==> config.mk <==
export PLATFORM = sky130hd
export DESIGN_NAME = bresenham_line_stepper
export DESIGN_NICKNAME = d
export VERILOG_FILES = /design/src/blstp_pkg.sv /design/src/blstp_front.sv /design/src/blstp_fifo.sv /design/src/blstp_back.sv /design/src/bresenham_line_stepper.sv
export SDC_FILE = /design/constraint.sdc
export NUM_CORES = 1
export LEC_CHECK = 0
export BUFFER_PORTS_ARGS = -buffer_cell sky130_fd_sc_hd__buf_4
export CAP_MARGIN = 20
export CORE_MARGIN = 2
export CORE_UTILIZATION = 65
export CTS_BUF_LIST = sky130_fd_sc_hd__clkbuf_8 sky130_fd_sc_hd__clkbuf_16
export DETAILED_ROUTE_END_ITERATION = 12
export PLACE_DENSITY = 0.87
export SLEW_MARGIN = 15
export SYNTH_ARGS = -nofsm -noshare
export SYNTH_HDL_FRONTEND = slang
export SYNTH_SLANG_ARGS = --single-unit
==> constraint.sdc <==
create_clock -name i_clk -period 34.2 [get_ports i_clk]
set_input_delay 3.42 -clock i_clk [delete_from_list [all_inputs] [get_ports i_clk]]
set_output_delay 3.42 -clock i_clk [all_outputs]
set_load 0.05 [all_outputs]
==> src/blstp_pkg.sv <==
// blstp_pkg: shared constants and types for the Bresenham line stepper.
// No dependencies; imported by every module of the block.
package blstp_pkg;

    localparam int FW_BITS    = 13;
    localparam int ADDR_BITS  = 24;
    localparam int COLOR_BITS = 32;

    localparam logic [FW_BITS-1:0] FW_RESET = 13'd640;

    typedef enum logic {
        MODE_LOAD = 1'b0,
        MODE_STEP = 1'b1
    } t_mode;

endpackage

==> src/blstp_front.sv <==
// blstp_front: accepts input words and classifies them into queue commands.
// A load word gets its deltas, step directions and major axis worked out here.
// Depends on blstp_pkg.
module blstp_front #(
    parameter int COORD_BITS = 12,
    parameter int CMD_W      = 4 + 5 * 12 + 32
) (
    input  logic                             i_mode,
    input  logic [COORD_BITS-1:0]            i_start_x,
    input  logic [COORD_BITS-1:0]            i_start_y,
    input  logic [COORD_BITS-1:0]            i_end_x,
    input  logic [COORD_BITS-1:0]            i_end_y,
    input  logic [blstp_pkg::COLOR_BITS-1:0] i_line_color,
    output logic [CMD_W-1:0]                 o_cmd
);
    import blstp_pkg::*;

    typedef struct packed {
        logic                  load;
        logic [COORD_BITS-1:0] x0;
        logic [COORD_BITS-1:0] y0;
        logic [COORD_BITS-1:0] end_major;
        logic [COORD_BITS-1:0] d_major;
        logic [COORD_BITS-1:0] d_minor;
        logic                  x_neg;
        logic                  y_neg;
        logic                  x_major;
        logic [COLOR_BITS-1:0] color;
    } t_cmd;

    t_cmd                  w_cmd;
    logic [COORD_BITS-1:0] w_adx;
    logic [COORD_BITS-1:0] w_ady;
    logic                  w_x_up;
    logic                  w_y_up;
    logic                  w_x_major;

    always_comb begin
        w_x_up    = (i_end_x > i_start_x);
        w_y_up    = (i_end_y > i_start_y);
        w_adx     = w_x_up ? (i_end_x - i_start_x) : (i_start_x - i_end_x);
        w_ady     = w_y_up ? (i_end_y - i_start_y) : (i_start_y - i_end_y);
        w_x_major = (w_adx > w_ady);

        w_cmd.load      = (i_mode == MODE_LOAD);
        w_cmd.x0        = i_start_x;
        w_cmd.y0        = i_start_y;
        w_cmd.end_major = w_x_major ? i_end_x : i_end_y;
        w_cmd.d_major   = w_x_major ? w_adx : w_ady;
        w_cmd.d_minor   = w_x_major ? w_ady : w_adx;
        w_cmd.x_neg     = ~w_x_up;
        w_cmd.y_neg     = ~w_y_up;
        w_cmd.x_major   = w_x_major;
        w_cmd.color     = i_line_color;
    end

    assign o_cmd = w_cmd;

endmodule

==> src/blstp_fifo.sv <==
// blstp_fifo: small register queue between the front and the stepper.
// Count-based full and empty flags. Depends on blstp_pkg.
module blstp_fifo #(
    parameter int WIDTH = 96,
    parameter int DEPTH = 4
) (
    input  logic             i_clk,
    input  logic             i_rst_n,
    input  logic             i_wr,
    input  logic [WIDTH-1:0] i_wr_data,
    input  logic             i_rd,
    output logic [WIDTH-1:0] o_rd_data,
    output logic             o_full,
    output logic             o_empty
);
    import blstp_pkg::*;

    localparam int AW = (DEPTH > 1) ? $clog2(DEPTH) : 1;

    logic [WIDTH-1:0] r_mem [DEPTH];
    logic [AW-1:0]    r_wr_ptr;
    logic [AW-1:0]    r_rd_ptr;
    logic [AW:0]      r_count;
    logic [AW-1:0]    n_wr_ptr;
    logic [AW-1:0]    n_rd_ptr;
    logic [AW:0]      n_count;
    logic             w_do_wr;
    logic             w_do_rd;

    assign o_full    = (r_count == (AW+1)'(DEPTH));
    assign o_empty   = (r_count == '0);
    assign w_do_wr   = i_wr && !o_full;
    assign w_do_rd   = i_rd && !o_empty;
    assign o_rd_data = r_mem[r_rd_ptr];

    always_comb begin
        n_wr_ptr = r_wr_ptr;
        n_rd_ptr = r_rd_ptr;
        n_count  = r_count;
        if (w_do_wr) begin
            n_wr_ptr = (r_wr_ptr == AW'(DEPTH - 1)) ? '0 : r_wr_ptr + 1'b1;
        end
        if (w_do_rd) begin
            n_rd_ptr = (r_rd_ptr == AW'(DEPTH - 1)) ? '0 : r_rd_ptr + 1'b1;
        end
        if (w_do_wr && !w_do_rd) begin
            n_count = r_count + 1'b1;
        end else if (w_do_rd && !w_do_wr) begin
            n_count = r_count - 1'b1;
        end
    end

    always_ff @(posedge i_clk) begin
        if (!i_rst_n) begin
            r_wr_ptr <= '0;
            r_rd_ptr <= '0;
            r_count  <= '0;
        end else begin
            r_wr_ptr <= n_wr_ptr;
            r_rd_ptr <= n_rd_ptr;
            r_count  <= n_count;
        end
    end

    always_ff @(posedge i_clk) begin
        if (w_do_wr) begin
            r_mem[r_wr_ptr] <= i_wr_data;
        end
    end

endmodule

==> src/blstp_back.sv <==
// blstp_back: line state, one error-term step per command, then the address
// stage and the output register. Depends on blstp_pkg.
module blstp_back #(
    parameter int COORD_BITS = 12,
    parameter int CMD_W      = 4 + 5 * 12 + 32
) (
    input  logic                             i_clk,
    input  logic                             i_rst_n,
    input  logic [CMD_W-1:0]                 i_cmd,
    input  logic                             i_q_empty,
    output logic                             o_q_pop,
    input  logic [blstp_pkg::FW_BITS-1:0]    i_frame_width,
    output logic                             o_out_valid,
    input  logic                             i_out_stall,
    output logic                             o_pixel_valid,
    output logic [COORD_BITS-1:0]            o_pixel_x,
    output logic [COORD_BITS-1:0]            o_pixel_y,
    output logic [blstp_pkg::ADDR_BITS-1:0]  o_pixel_address,
    output logic [blstp_pkg::COLOR_BITS-1:0] o_pixel_color,
    output logic                             o_last_pixel
);
    import blstp_pkg::*;

    localparam int SW = COORD_BITS + 2;
    localparam int EW = COORD_BITS + 3;
    localparam int PW = COORD_BITS + FW_BITS;

    typedef struct packed {
        logic                  load;
        logic [COORD_BITS-1:0] x0;
        logic [COORD_BITS-1:0] y0;
        logic [COORD_BITS-1:0] end_major;
        logic [COORD_BITS-1:0] d_major;
        logic [COORD_BITS-1:0] d_minor;
        logic                  x_neg;
        logic                  y_neg;
        logic                  x_major;
        logic [COLOR_BITS-1:0] color;
    } t_cmd;

    t_cmd w_cmd;

    // line state
    logic [COORD_BITS-1:0] r_cur_x, r_cur_y, r_end_major, r_d_major, r_d_minor;
    logic signed [SW-1:0]  r_err;
    logic                  r_x_neg, r_y_neg, r_x_major, r_active;
    logic [COLOR_BITS-1:0] r_color;
    logic [COORD_BITS-1:0] n_cur_x, n_cur_y;
    logic signed [SW-1:0]  n_err;
    logic                  n_active;

    // effective state for the command at the queue head
    logic [COORD_BITS-1:0] e_x, e_y, e_end, e_dmaj, e_dmin;
    logic signed [SW-1:0]  e_err;
    logic                  e_xn, e_yn, e_xmaj, e_act;
    logic [COLOR_BITS-1:0] e_color;

    logic                  w_last;
    logic signed [EW-1:0]  w_err_sum;
    logic signed [EW-1:0]  w_err_dbl;
    logic                  w_minor_step;
    logic [COORD_BITS-1:0] w_x_inc, w_y_inc;

    // stepper stage
    logic                  r_s1_valid, r_s1_pix, r_s1_last;
    logic [COORD_BITS-1:0] r_s1_x, r_s1_y;
    logic [COLOR_BITS-1:0] r_s1_color;

    // output stage
    logic                  r_o_valid, r_o_pix, r_o_last;
    logic [COORD_BITS-1:0] r_o_x, r_o_y;
    logic [ADDR_BITS-1:0]  r_o_addr;
    logic [COLOR_BITS-1:0] r_o_color;

    logic                  w_s2_adv, w_s1_adv, w_pop;
    logic [PW-1:0]         w_prod;
    logic [PW:0]           w_addr_sum;

    assign w_cmd    = i_cmd;
    assign w_s2_adv = !r_o_valid || !i_out_stall;
    assign w_s1_adv = !r_s1_valid || w_s2_adv;
    assign w_pop    = !i_q_empty && w_s1_adv;
    assign o_q_pop  = w_pop;

    always_comb begin
        if (w_cmd.load) begin
            e_x     = w_cmd.x0;
            e_y     = w_cmd.y0;
            e_end   = w_cmd.end_major;
            e_dmaj  = w_cmd.d_major;
            e_dmin  = w_cmd.d_minor;
            e_xn    = w_cmd.x_neg;
            e_yn    = w_cmd.y_neg;
            e_xmaj  = w_cmd.x_major;
            e_err   = '0;
            e_act   = 1'b1;
            e_color = w_cmd.color;
        end else begin
            e_x     = r_cur_x;
            e_y     = r_cur_y;
            e_end   = r_end_major;
            e_dmaj  = r_d_major;
            e_dmin  = r_d_minor;
            e_xn    = r_x_neg;
            e_yn    = r_y_neg;
            e_xmaj  = r_x_major;
            e_err   = r_err;
            e_act   = r_active;
            e_color = r_color;
        end
    end

    always_comb begin
        w_last       = ((e_xmaj ? e_x : e_y) == e_end);
        w_err_sum    = EW'(e_err) + $signed(EW'(e_dmin));
        w_err_dbl    = w_err_sum <<< 1;
        w_minor_step = (w_err_dbl >= $signed(EW'(e_dmaj)));
        w_x_inc      = e_xn ? (e_x - 1'b1) : (e_x + 1'b1);
        w_y_inc      = e_yn ? (e_y - 1'b1) : (e_y + 1'b1);

        n_cur_x  = e_x;
        n_cur_y  = e_y;
        n_err    = e_err;
        n_active = e_act;
        if (e_act) begin
            if (w_last) begin
                n_active = 1'b0;
            end else begin
                n_err = w_minor_step ? SW'(w_err_sum - $signed(EW'(e_dmaj)))
                                     : SW'(w_err_sum);
                if (e_xmaj) begin
                    n_cur_x = w_x_inc;
                    if (w_minor_step) begin
                        n_cur_y = w_y_inc;
                    end
                end else begin
                    n_cur_y = w_y_inc;
                    if (w_minor_step) begin
                        n_cur_x = w_x_inc;
                    end
                end
            end
        end
    end

    always_ff @(posedge i_clk) begin
        if (!i_rst_n) begin
            r_active <= 1'b0;
        end else if (w_pop) begin
            r_active <= n_active;
        end
    end

    always_ff @(posedge i_clk) begin
        if (w_pop) begin
            r_cur_x     <= n_cur_x;
            r_cur_y     <= n_cur_y;
            r_err       <= n_err;
            r_end_major <= e_end;
            r_d_major   <= e_dmaj;
            r_d_minor   <= e_dmin;
            r_x_neg     <= e_xn;
            r_y_neg     <= e_yn;
            r_x_major   <= e_xmaj;
            r_color     <= e_color;
        end
    end

    always_ff @(posedge i_clk) begin
        if (!i_rst_n) begin
            r_s1_valid <= 1'b0;
        end else if (w_s1_adv) begin
            r_s1_valid <= w_pop;
        end
    end

    // idle step words carry all-zero payload
    always_ff @(posedge i_clk) begin
        if (w_pop) begin
            r_s1_pix   <= e_act;
            r_s1_x     <= e_act ? e_x : '0;
            r_s1_y     <= e_act ? e_y : '0;
            r_s1_color <= e_act ? e_color : '0;
            r_s1_last  <= e_act && w_last;
        end
    end

    assign w_prod     = PW'(r_s1_y) * PW'(i_frame_width);
    assign w_addr_sum = (PW+1)'(w_prod) + (PW+1)'(r_s1_x);

    always_ff @(posedge i_clk) begin
        if (!i_rst_n) begin
            r_o_valid <= 1'b0;
        end else if (w_s2_adv) begin
            r_o_valid <= r_s1_valid;
        end
    end

    always_ff @(posedge i_clk) begin
        if (w_s2_adv && r_s1_valid) begin
            r_o_pix   <= r_s1_pix;
            r_o_x     <= r_s1_x;
            r_o_y     <= r_s1_y;
            r_o_addr  <= ADDR_BITS'(w_addr_sum);
            r_o_color <= r_s1_color;
            r_o_last  <= r_s1_last;
        end
    end

    assign o_out_valid     = r_o_valid;
    assign o_pixel_valid   = r_o_pix;
    assign o_pixel_x       = r_o_x;
    assign o_pixel_y       = r_o_y;
    assign o_pixel_address = r_o_addr;
    assign o_pixel_color   = r_o_color;
    assign o_last_pixel    = r_o_last;

endmodule

==> src/bresenham_line_stepper.sv <==
// bresenham_line_stepper: top level of the Bresenham line stepper.
// Instantiates blstp_front, blstp_fifo and blstp_back; depends on blstp_pkg.
//
// One result word per input word, one pixel per clock sustained while words
// are queued and the output is not stalled. A load word (mode 0) starts a
// line and returns its first pixel; each step word (mode 1) returns the next
// pixel, or a word with pixel_valid low when no line is active. A word passes
// the command queue, the stepper stage register (error-term step done on pop)
// and the y*frame_width+x address multiply-add into the output register. The
// four-entry queue lets input and output stall independently. The user must
// write frame_width only while the block is idle; not enforced by the block.
module bresenham_line_stepper #(
    parameter int COORD_BITS = 12
) (
    input  logic                             i_clk,
    input  logic                             i_rst_n,
    input  logic                             i_cfg_wr_en,
    input  logic [blstp_pkg::FW_BITS-1:0]    i_cfg_wr_data,
    input  logic                             i_in_valid,
    output logic                             o_in_stall,
    input  logic                             i_mode,
    input  logic [COORD_BITS-1:0]            i_start_x,
    input  logic [COORD_BITS-1:0]            i_start_y,
    input  logic [COORD_BITS-1:0]            i_end_x,
    input  logic [COORD_BITS-1:0]            i_end_y,
    input  logic [blstp_pkg::COLOR_BITS-1:0] i_line_color,
    output logic                             o_out_valid,
    input  logic                             i_out_stall,
    output logic                             o_pixel_valid,
    output logic [COORD_BITS-1:0]            o_pixel_x,
    output logic [COORD_BITS-1:0]            o_pixel_y,
    output logic [blstp_pkg::ADDR_BITS-1:0]  o_pixel_address,
    output logic [blstp_pkg::COLOR_BITS-1:0] o_pixel_color,
    output logic                             o_last_pixel
);
    import blstp_pkg::*;

    localparam int CMD_W       = 4 + 5 * COORD_BITS + COLOR_BITS;
    localparam int QUEUE_DEPTH = 4;

    logic [FW_BITS-1:0] r_frame_width;
    logic [CMD_W-1:0]   w_front_cmd;
    logic [CMD_W-1:0]   w_head_cmd;
    logic               w_q_full;
    logic               w_q_empty;
    logic               w_q_pop;

    always_ff @(posedge i_clk) begin
        if (!i_rst_n) begin
            r_frame_width <= FW_RESET;
        end else if (i_cfg_wr_en) begin
            r_frame_width <= i_cfg_wr_data;
        end
    end

    assign o_in_stall = w_q_full;

    blstp_front #(
        .COORD_BITS (COORD_BITS),
        .CMD_W      (CMD_W)
    ) u_front (
        .i_mode       (i_mode),
        .i_start_x    (i_start_x),
        .i_start_y    (i_start_y),
        .i_end_x      (i_end_x),
        .i_end_y      (i_end_y),
        .i_line_color (i_line_color),
        .o_cmd        (w_front_cmd)
    );

    blstp_fifo #(
        .WIDTH (CMD_W),
        .DEPTH (QUEUE_DEPTH)
    ) u_queue (
        .i_clk     (i_clk),
        .i_rst_n   (i_rst_n),
        .i_wr      (i_in_valid),
        .i_wr_data (w_front_cmd),
        .i_rd      (w_q_pop),
        .o_rd_data (w_head_cmd),
        .o_full    (w_q_full),
        .o_empty   (w_q_empty)
    );

    blstp_back #(
        .COORD_BITS (COORD_BITS),
        .CMD_W      (CMD_W)
    ) u_back (
        .i_clk           (i_clk),
        .i_rst_n         (i_rst_n),
        .i_cmd           (w_head_cmd),
        .i_q_empty       (w_q_empty),
        .o_q_pop         (w_q_pop),
        .i_frame_width   (r_frame_width),
        .o_out_valid     (o_out_valid),
        .i_out_stall     (i_out_stall),
        .o_pixel_valid   (o_pixel_valid),
        .o_pixel_x       (o_pixel_x),
        .o_pixel_y       (o_pixel_y),
        .o_pixel_address (o_pixel_address),
        .o_pixel_color   (o_pixel_color),
        .o_last_pixel    (o_last_pixel)
    );

    a_idle_word_zero: assert property (@(posedge i_clk) disable iff (!i_rst_n)
        (o_out_valid && !o_pixel_valid) |->
            (o_pixel_x == '0 && o_pixel_y == '0 && o_pixel_address == '0 &&
             o_pixel_color == '0 && !o_last_pixel))
        else $error("idle result word carries nonzero payload");

    a_last_is_pixel: assert property (@(posedge i_clk) disable iff (!i_rst_n)
        (o_out_valid && o_last_pixel) |-> o_pixel_valid)
        else $error("last_pixel set on a word without a pixel");

    a_accept_fills_queue: assert property (@(posedge i_clk) disable iff (!i_rst_n)
        (i_in_valid && !o_in_stall) |=> !w_q_empty)
        else $error("accepted word did not reach the queue");

    a_pop_needs_entry: assert property (@(posedge i_clk) disable iff (!i_rst_n)
        w_q_pop |-> !w_q_empty)
        else $error("stepper popped an empty queue");

endmodule
==> metrics.txt <==
status finished clean; Worst Hold End u_back.o_pixel_color[31]; clock-pin slew on the worst setup and hold paths 0.06 ns; TNS Setup 0 ns; Period minus WS final 8.78 ns; CP peak stage delay 0.56 ns; FFs w/ async S/R, synth 0%; uppermost layer routed met4; router iterations before antenna repair 7; area leader, netlist edfxtp_1; hold buffers post-CTS 0; kind of critical path in2reg; reg2reg setup slack 27.19 ns; number of flops mapped to enable cells by yosys 633; RSZ-0062 raised after global routing no; Die X 237 um; Post-CTS Setup Inserts 0; die height 237 um; fin worst setup slack 25.42 ns; Final Cycle Share 25.7%; Total Die Area 56300 um^2; # rows 85; post_cts resized 0; H-tree depth 3; syn_area_per_cell 13.4 um^2; total CTS buffers 70; CTS root buf clkbuf_16; Starting DRT DRC Count 2072; largest net degree at the start of global routing 170; final weighted congestion in routability-driven placement 0.917; Post-Route Utilization 73.7%; library cells used by synthesis 85; Synth Warn # 0; wl on met1 31800 um; Main synth FF type edfxtp_1; Sink Count 658; via count 21600; Mapped Cells 2635; initial antenna violation count 1; Worst Setup Start Kind primary input; DRT Wirelength 79100 um; fmax 114 MHz; Synth Cell Area 35400 um^2; met2 wire len 39000 um; Min Hold Slack 0.416 ns; met3 WL 5680 um; Final Max Slew Viols 0; Worst path slowest cell a21oi_4; Worst-Margin Slew 1.08 ns; Via density 6.07; Seq/Total Area, Yosys 55.1%; Residual DRC 0; first-pass GRT wire length 124000 um; Synth top area share 53.7%; Tot GR Track Use 28.8%; Slew HR 28.2%; # IOs 183; fill cell count 3190; layout overhead on the synthesized area 12.0%; Max Root-Sink Buffers 3; hold_sp u_back.r_s1_color[31]; Clock Skews 0.0252 ns; DP HPWL 53100 um; Post-Syn Nets 3050; CTS tree built; final setup violating endpoints 0; Initial Utilization 65.8%; dominant cells by area after synthesis edfxtp_1, fa_1, ha_1, mux4_2, mux2i_1; WHS Path Cells 0; antenna-violating nets left 0; core area 53800 um^2; wire per inst 22.2 um; Hold Vio Cnt, Final 0; critical path endpoint category register; IO buf count 182; vias in the first global route 22400; CP Data Required Time 34.57 ns; Place WS 24.98 ns; grt ovf 0; Max FO, Critical Path 25; fin nets 3226; Yosys reg bits 658; Crit path arrival time 9.15 ns; Max-Cap Viols 0; Clock Latency Late Sink 0.62 ns; share of layout cells above drive strength 1 15.9%; cells on worst reg2reg path 24; R2R Path End u_back.r_err[12]; most numerous cell on the critical path a21oi_1; worst min path class reg2reg
==> synthesized netlist by cell type, drive strengths merged (5+ instances only) <==
master / instances
edfxtp: 633
inv: 331
nand2: 267
ha: 187
a21oi: 136
mux2i: 131
fa: 129
nor2: 116
mux4: 96
and2: 86
xnor2: 67
clkbuf: 58
o21ai: 48
nor2b: 47
buf: 35
nand3: 26
dfxtp: 25
a21o: 22
xor2: 22
mux2: 20
nor3: 17
nand2b: 13
o21bai: 12
a31oi: 10
o21a: 9
o31ai: 9
a211oi: 8
a21boi: 8
nand4: 7
nor4: 5
==> final cells by class <==
class / count / area (um^2) / area share, %
multi-input combinational: 1551 / 14300 / 36.0
clock inverter: 46 / 389 / 0.982
tap: 696 / 871 / 2.20
clock buffer: 75 / 1840 / 4.65
inverter: 333 / 1250 / 3.16
timing repair buffer: 197 / 1500 / 3.79
sequential: 658 / 19500 / 49.2
antenna: 1 / 2.50 / 0.00631
==> placed cells by master, fill, tap and decap left out, types with 6 or more instances in the layout <==
cell type and count:
buf_4 195, nand2_1 267, nand2b_1 13, and2_1 82
nor2_1 115, clkbuf_16 72, dfxtp_1 23, clkinv_1 8
o21ai_1 10, a211oi_1 6, nand3_1 25, o21bai_1 12
o31ai_1 7, a21o_1 22, o21a_1 9, bufinv_16 6
xor2_1 22, a31oi_1 8, nand4_1 7, mux4_2 95
nor2b_1 46, mux2i_1 124, fa_1 129, o21ai_0 37
inv_1 348, nor3_1 16, mux2_2 19, ha_1 187
edfxtp_1 633, a21oi_1 132, clkinv_2 7, xnor2_1 67
==> per-stage QoR <==
step	instance area, um^2	instances
2_1_floorplan	35400	2635
3_3_place_gp	37400	3435
3_5_place_dp	37400	3435
4_1_cts	39600	3556
5_1_grt	39600	3557
6_report	39600	3557
==> worst max path at each step <==
| stage | slack, ns | from | cells past startpoint | to |
|---|---|---|---|---|
| after floorplan | 20.08 | i_out_stall | 8 | u_queue.r_count[2] |
| after global placement | 25.10 | i_end_y[0] | 28 | u_queue.r_mem[0][70] |
| after detailed placement | 24.98 | i_end_y[0] | 28 | u_queue.r_mem[0][44] |
| after CTS | 25.56 | i_end_y[0] | 28 | u_queue.r_mem[1][70] |
| after global routing | 25.07 | i_end_y[0] | 28 | u_queue.r_mem[0][54] |
| final | 25.42 | i_end_y[0] | 28 | u_queue.r_mem[2][54] |
==> metal layers <==
metal	vias up	global-route usage [%]
met5	-	0
met2	905	48.0
met1	10800	38.6
met4	0	9.97
li1	9668	-
met3	165	5.26
==> logic make-up after synthesis <==
kind of cell / share of synthesized area (%)
compound gates: 5.32
xor+xnor: 2.20
fa+ha+maj: 13.9
buf+inv: 4.80
flops: 55.1
mux: 10.7
simple gates: 7.99
==> registers in the layout, indices dropped and copies added, names as in the netlist, 13 cells and up, named ones only <==
name,count
u_back.o_pixel_color,32
u_back.r_err,14
u_back.o_pixel_address,24
r_frame_width,13
u_back.r_s1_color,32
u_back.r_color,32
u_queue.r_mem,384
==> worst max-delay path: cells and delay by family <==
family | cells | cell delay (ns)
AO/OA/AOI/OAI | 13 | 2.31
XOR/XNOR | 1 | 0.22
adder cells (fa/ha/maj) | 3 | 0.85
buffers and inverters | 6 | 1.14
multiplexers | 2 | 0.85
AND/OR/NAND/NOR | 3 | 0.33
Power is left out: the tool's default activity adds up to more than one toggle a clock period on the data nets, which glitch-free logic cannot reach.
